### src/sv/bjfc_pkg.sv
// Shared constants and types for the B-spline jerk and feasibility cost block.
`timescale 1ns / 1ps
package bjfc_pkg;

  localparam int POINT_LIMIT_DEF = 1024;
  localparam int SPLINE_ORDER    = 3;
  localparam int AXES            = 3;

  localparam logic [63:0] CAP63 = 64'h7FFF_FFFF_FFFF_FFFF;

  // multiplier shift amounts
  localparam int SHIFT_W = 6;
  localparam logic [SHIFT_W-1:0] SH_0  = 6'd0;
  localparam logic [SHIFT_W-1:0] SH_13 = 6'd13;
  localparam logic [SHIFT_W-1:0] SH_14 = 6'd14;
  localparam logic [SHIFT_W-1:0] SH_16 = 6'd16;
  localparam logic [SHIFT_W-1:0] SH_32 = 6'd32;

  // configuration register indexes
  localparam int CFG_IDX_W = 3;
  localparam logic [CFG_IDX_W-1:0] CFG_INV      = 3'd0;
  localparam logic [CFG_IDX_W-1:0] CFG_MAX_VEL  = 3'd1;
  localparam logic [CFG_IDX_W-1:0] CFG_MAX_ACC  = 3'd2;
  localparam logic [CFG_IDX_W-1:0] CFG_W_SMOOTH = 3'd3;
  localparam logic [CFG_IDX_W-1:0] CFG_W_FEAS   = 3'd4;
  localparam logic [CFG_IDX_W-1:0] CFG_ENABLE   = 3'd5;

  typedef enum logic [4:0] {
    ST_IDLE = 5'b00001,
    ST_RUN  = 5'b00010,
    ST_WAIT = 5'b00100,
    ST_EMIT = 5'b01000,
    ST_FIN  = 5'b10000
  } state_t;

  // micro-program steps, one axis at a time
  localparam int STEP_W = 5;
  localparam logic [STEP_W-1:0] SP_V_SET  = 5'd0;
  localparam logic [STEP_W-1:0] SP_V_MM   = 5'd1;
  localparam logic [STEP_W-1:0] SP_V_S    = 5'd2;
  localparam logic [STEP_W-1:0] SP_V_X    = 5'd3;
  localparam logic [STEP_W-1:0] SP_V_Y    = 5'd4;
  localparam logic [STEP_W-1:0] SP_V_G    = 5'd5;
  localparam logic [STEP_W-1:0] SP_V_E    = 5'd6;
  localparam logic [STEP_W-1:0] SP_V_C    = 5'd7;
  localparam logic [STEP_W-1:0] SP_A_SET  = 5'd8;
  localparam logic [STEP_W-1:0] SP_A_R    = 5'd9;
  localparam logic [STEP_W-1:0] SP_A_S    = 5'd10;
  localparam logic [STEP_W-1:0] SP_A_I    = 5'd11;
  localparam logic [STEP_W-1:0] SP_A_P    = 5'd12;
  localparam logic [STEP_W-1:0] SP_A_U    = 5'd13;
  localparam logic [STEP_W-1:0] SP_A_G1   = 5'd14;
  localparam logic [STEP_W-1:0] SP_A_G2   = 5'd15;
  localparam logic [STEP_W-1:0] SP_A_E    = 5'd16;
  localparam logic [STEP_W-1:0] SP_A_C    = 5'd17;
  localparam logic [STEP_W-1:0] SP_J_SET  = 5'd18;
  localparam logic [STEP_W-1:0] SP_J_T2   = 5'd19;
  localparam logic [STEP_W-1:0] SP_J_T6   = 5'd20;
  localparam logic [STEP_W-1:0] SP_J_MM   = 5'd21;
  localparam logic [STEP_W-1:0] SP_J_C    = 5'd22;
  localparam logic [STEP_W-1:0] SP_AX_END = 5'd23;

  // output slots of one item
  localparam logic [1:0] SL_G0 = 2'd0;
  localparam logic [1:0] SL_G1 = 2'd1;
  localparam logic [1:0] SL_G2 = 2'd2;
  localparam logic [1:0] SL_GC = 2'd3;

endpackage

### src/sv/bjfc_mul.sv
// Iterative 64x64 multiplier with right shift and cap at 2^63-1, or in raw mode the low 64 bits unshifted.
`timescale 1ns / 1ps
module bjfc_mul (
  input  logic                        clk,
  input  logic                        rst,
  input  logic                        start,
  input  logic [63:0]                 a,
  input  logic [63:0]                 b,
  input  logic [bjfc_pkg::SHIFT_W-1:0] shift,
  input  logic                        raw,
  output logic                        done,
  output logic [63:0]                 result
);
  import bjfc_pkg::*;

  logic               run;
  logic [2:0]         k;
  logic               pv;
  logic [1:0]         pk;
  logic [63:0]        a_r, b_r;
  logic [SHIFT_W-1:0] sh_r;
  logic               raw_r;
  logic [63:0]        pp;
  logic [127:0]       acc, acc_add, shifted;
  logic [31:0]        a_half, b_half;

  // one 32x32 partial product per cycle, k[1] picks the half of a, k[0] of b
  assign a_half  = k[1] ? a_r[63:32] : a_r[31:0];
  assign b_half  = k[0] ? b_r[63:32] : b_r[31:0];
  assign shifted = acc >> sh_r;

  always_comb begin
    case (pk)
      2'd0:    acc_add = {64'd0, pp};
      2'd3:    acc_add = {pp, 64'd0};
      default: acc_add = {32'd0, pp, 32'd0};
    endcase
  end

  always_ff @(posedge clk) begin
    if (rst) begin
      run  <= 1'b0;
      done <= 1'b0;
      pv   <= 1'b0;
      k    <= '0;
    end else begin
      done <= 1'b0;
      if (start) begin
        run <= 1'b1;
        k   <= '0;
        pv  <= 1'b0;
      end else if (run) begin
        pv <= (k < 3'd4);
        k  <= k + 3'd1;
        if (k == 3'd5) begin
          run  <= 1'b0;
          done <= 1'b1;
        end
      end
    end
  end

  always_ff @(posedge clk) begin
    if (start) begin
      a_r   <= a;
      b_r   <= b;
      sh_r  <= shift;
      raw_r <= raw;
      acc   <= '0;
    end else if (run) begin
      if (k < 3'd4) begin
        pp <= a_half * b_half;
        pk <= k[1:0];
      end
      if (pv) acc <= acc + acc_add;
      if (k == 3'd5) begin
        if (raw_r) result <= acc[63:0];
        else if (|shifted[127:63]) result <= CAP63;
        else result <= {1'b0, shifted[62:0]};
      end
    end
  end

endmodule

### config.mk
export PLATFORM = sky130hd
export DESIGN_NAME = bjfc_mul
export DESIGN_NICKNAME = d
export VERILOG_FILES = /design/src/sv/bjfc_pkg.sv /design/src/sv/bjfc_mul.sv
export SDC_FILE = /design/constraint.sdc
export NUM_CORES = 2
export LEC_CHECK = 0
export ABC_AREA = 1
export BUFFER_PORTS_ARGS = -buffer_cell sky130_fd_sc_hd__buf_2
export CAP_MARGIN = 20
export CELL_PAD_IN_SITES_DETAIL_PLACEMENT = 0
export CELL_PAD_IN_SITES_GLOBAL_PLACEMENT = 2
export CORE_UTILIZATION = 41
export DETAILED_ROUTE_END_ITERATION = 7
export PLACE_DENSITY_LB_ADDON = 0.1
export SYNTH_ARGS = -nofsm -noshare
export SYNTH_HDL_FRONTEND = slang
export SYNTH_SLANG_ARGS = --single-unit
### constraint.sdc
create_clock -name clk -period 16 [get_ports clk]
set_input_delay 4 -clock clk [delete_from_list [all_inputs] [get_ports clk]]
set_output_delay 4 -clock clk [all_outputs]
set_load 0.01 [all_outputs]
==> results.sh <==
export IMPL_ff2ff_setup_slack_ns=5.75
export IMPL_clockBufferDepth=3
export IMPL_num_io_pins=203
export IMPL_wl_per_cell_um=27.1
export IMPL_drtIter0Drc=5147
export IMPL_grt_max_degree=127
export IMPL_initial_core_util_pct=41.4
export IMPL_hold_buffers=0
export IMPL_root_buffer="clkbuf_16"
export IMPL_die_h_um=402
export IMPL_seq_area_frac_synth_pct=16.2
export IMPL_grt_usage_pct=37.6
export IMPL_synth_enable_flop_cells=265
export IMPL_cts_resized=0
export IMPL_skew_ns=0.0310
export IMPL_async_flop_share_pct=0
export IMPL_cp_required_ns=16.45
export IMPL_yosys_area_share_simple_pct=24.1
export IMPL_setup_viol=0
export IMPL_fp_row_count=146
export IMPL_r2r_start="k[0]"
export IMPL_grt_pass1_wl_um=438000
export IMPL_drv_cap=0
export IMPL_drtAntennaViolNets=0
export IMPL_start_kind="flip-flop"
export IMPL_period_minus_slack_ns=10.25
export IMPL_synth_compound_area_share_pct=10.3
export IMPL_crit_path_end_kind="flip-flop"
export IMPL_slew_viol_final=0
export IMPL_fin_crit_sh_pct=64.1
export IMPL_fin_tns_setup_ns=0
export IMPL_first_pass_iters=6
export IMPL_syn_area_mm2=0.0657
export IMPL_die_x_um=402
export IMPL_routabilityCongestion=1.03
export IMPL_coreArea_mm2=0.159
export IMPL_reg2reg_depth=26
export IMPL_worst_pin_slew_ns=1.18
export IMPL_crit_start="k[0]"
export IMPL_crit_fanout=42
export IMPL_area_growth_pct=7.97
export IMPL_synth_fa_ha_area_share_pct=34.8
export IMPL_finalHoldViolCount=0
export IMPL_post_cts_buffers=0
export IMPL_clk_pin_slew_ns=0.06
export IMPL_cts_tree="built"
export IMPL_max_slew_margin_pct=20.7
export IMPL_via_per_inst=5.53
export IMPL_cts_sinks=399
export IMPL_synth_seq_cells=399
export IMPL_hold_class="flip-flop to flip-flop"
export IMPL_hpwl_um=248000
export IMPL_synth_nets=10600
export IMPL_grt_pass1_vias=63900
export IMPL_drive_above_1_share_pct=5.70
export IMPL_synth_distinct_cells=44
export IMPL_ys_flop_type="edfxtp_1"
export IMPL_cts_buffers=56
export IMPL_htreeDepth=2
export IMPL_rsz0062_at_grt="no"
export IMPL_vias=62400
export IMPL_r2r_end="pp[48]"
export IMPL_status="complete, no violations"
export IMPL_dpl_worst_slack_ns=5.94
export IMPL_drc=0
export IMPL_fp_dieArea_mm2=0.162
export IMPL_synth_top_family_by_area="adder cells"
export IMPL_synth_cells=9153
export IMPL_path_class="flip-flop to flip-flop"
export IMPL_clk_latency_ns=0.74
export IMPL_synthXorXnorAreaFrac_pct=1.75
export IMPL_max_clock_freq_mhz=97.6
export IMPL_antenna_found_initial=5
export IMPL_drt_wl_total_um=306000
export IMPL_setup_slack_ns=5.75
export IMPL_nets=10600
export IMPL_muxShareOfSynthArea_pct=0.808
export IMPL_synth_warnings=0
export IMPL_syn_area_per_cell_um2=7.18
export IMPL_crit_path_end="pp[48]"
export IMPL_overflow=0
export IMPL_arrival_ns=10.70
export IMPL_io_buffer_count=202
-- cells in the mapped netlist, drive strengths merged (8+ instances only) --
cell type | number | share of area [%]
a21o | 38 | 0.43
xnor2 | 32 | 0.43
nor4 | 11 | 0.10
xor2 | 99 | 1.3
nand2 | 1705 | 9.7
nor2 | 1505 | 8.6
clkinv | 21 | 0.12
clkbuf | 282 | 1.6
o211ai | 10 | 0.11
or2 | 37 | 0.35
o21bai | 17 | 0.19
o22ai | 70 | 0.67
inv | 1674 | 9.6
o21a | 26 | 0.30
fa | 897 | 27
mux2i | 53 | 0.81
ha | 394 | 7.5
a21boi | 8 | 0.091
nor3 | 50 | 0.38
edfxtp | 265 | 12
a21oi | 462 | 3.5
a31oi | 39 | 0.37
nand4 | 14 | 0.13
buf | 99 | 0.70
o21ai | 567 | 4.3
dfxtp | 134 | 4.1
nand3 | 608 | 4.6
-- worst min path at each step --
stage	slack [ns]	cells past startpoint	to	start
2_1_floorplan	0.43	0	pk[1]	k[1]
3_3_place_gp	0.49	2	pv	pv
3_5_place_dp	0.49	2	pv	pv
4_1_cts	0.51	2	pv	pv
5_1_grt	0.52	2	pv	pv
6_report	0.51	2	pv	pv
-- flip-flops by register name, summed over array words and instances (netlist names) --
| register | cells |
|---|---|
| k | 3 |
| b_r | 64 |
| raw_r | 1 |
| result | 64 |
| run | 1 |
| pk | 2 |
| a_r | 64 |
| done | 1 |
| sh_r | 6 |
| pp | 64 |
| acc | 128 |
| pv | 1 |
-- through the flow --
stage	cell area, um^2	hold WS [ns]	instances	utilization, %
6_report	70900	0.507	11300	44.7
5_1_grt	70900	0.523	11300	44.7
4_1_cts	70900	0.505	11300	44.6
3_5_place_dp	68900	0.493	11200	43.4
3_3_place_gp	68900	0.493	11200	43.4
2_1_floorplan	65700	0.432	9153	-
-- cell families after synthesis --
logic type / after synthesis
adders and majority gates: 1291
AOI/OAI and AO/OA: 1261
and+or+nand+nor: 3942
muxes: 53
DFF: 399
buffers and inverters: 2076
xor gates and xnor gates: 131
-- routing by layer --
| metal | vias to the layer above | GRT usage (%) | wire length (um) |
|---|---|---|---|
| met3 | 887 | 6.39 | 20900 |
| li1 | 28500 | - | - |
| met1 | 30200 | 44.1 | 115000 |
| met2 | 2733 | 62.0 | 142000 |
| met5 | - | 0 | 45 |
| met4 | 8 | 27.7 | 27700 |
-- area by class of cell --
class,instances,area (um^2)
clock buffer,76,1600
antenna,2,5.00
inverter,1695,6370
fill,16700,87800
tap,2072,2590
clock inverter,28,320
multi-input combinational,6678,47400
sequential,399,10600
timing repair buffer,328,1990
-- placed cells by master, fill, tap and decap left out, types with 8 or more instances in the layout --
cell          n
inv_1      1665
a31oi_1      39
clkinv_2      8
o21a_1       26
xnor2_1      32
mux2i_1      53
or2_2        37
a21boi_0      8
o22ai_1      70
nand4_1      14
nor2_1     1504
o21ai_1      16
a21oi_1     462
o211ai_1     10
clkbuf_1     10
clkbuf_8      8
buf_2       202
dfxtp_1     132
a21o_1       38
o21ai_2      47
ha_1        393
o21ai_0     501
nand3_1     607
o21bai_1     17
nor4_1       11
edfxtp_1    265
nor3_1       49
clkbuf_16    58
buf_4       121
nand2_1    1703
xor2_1       99
clkinv_1     23
fa_1        897
-- worst max-delay path, stage by stage, from the launching register on --
cell and delay [ns]:
dfxtp_4 0.58, buf_4 0.62, nand2_1 0.14, o21ai_2 0.14, buf_4 0.41, clkinv_1 0.80
nand2_1 0.33, fa_1 0.49, fa_1 0.58, fa_1 0.53, fa_1 0.51, inv_1 0.05
fa_1 0.55, fa_1 0.43, fa_1 0.51, fa_1 0.48, ha_1 0.43, a21oi_1 0.30
nor2_1 0.07, nor2_1 0.08, inv_1 0.09, a21oi_1 0.49, o21ai_0 0.18, a21oi_1 0.58
nor3_1 0.14, nor3_1 0.21, xnor2_1 0.15
Power is not shown: default switching activity piles up to over one toggle a cycle in this logic, so the estimate is an artifact.
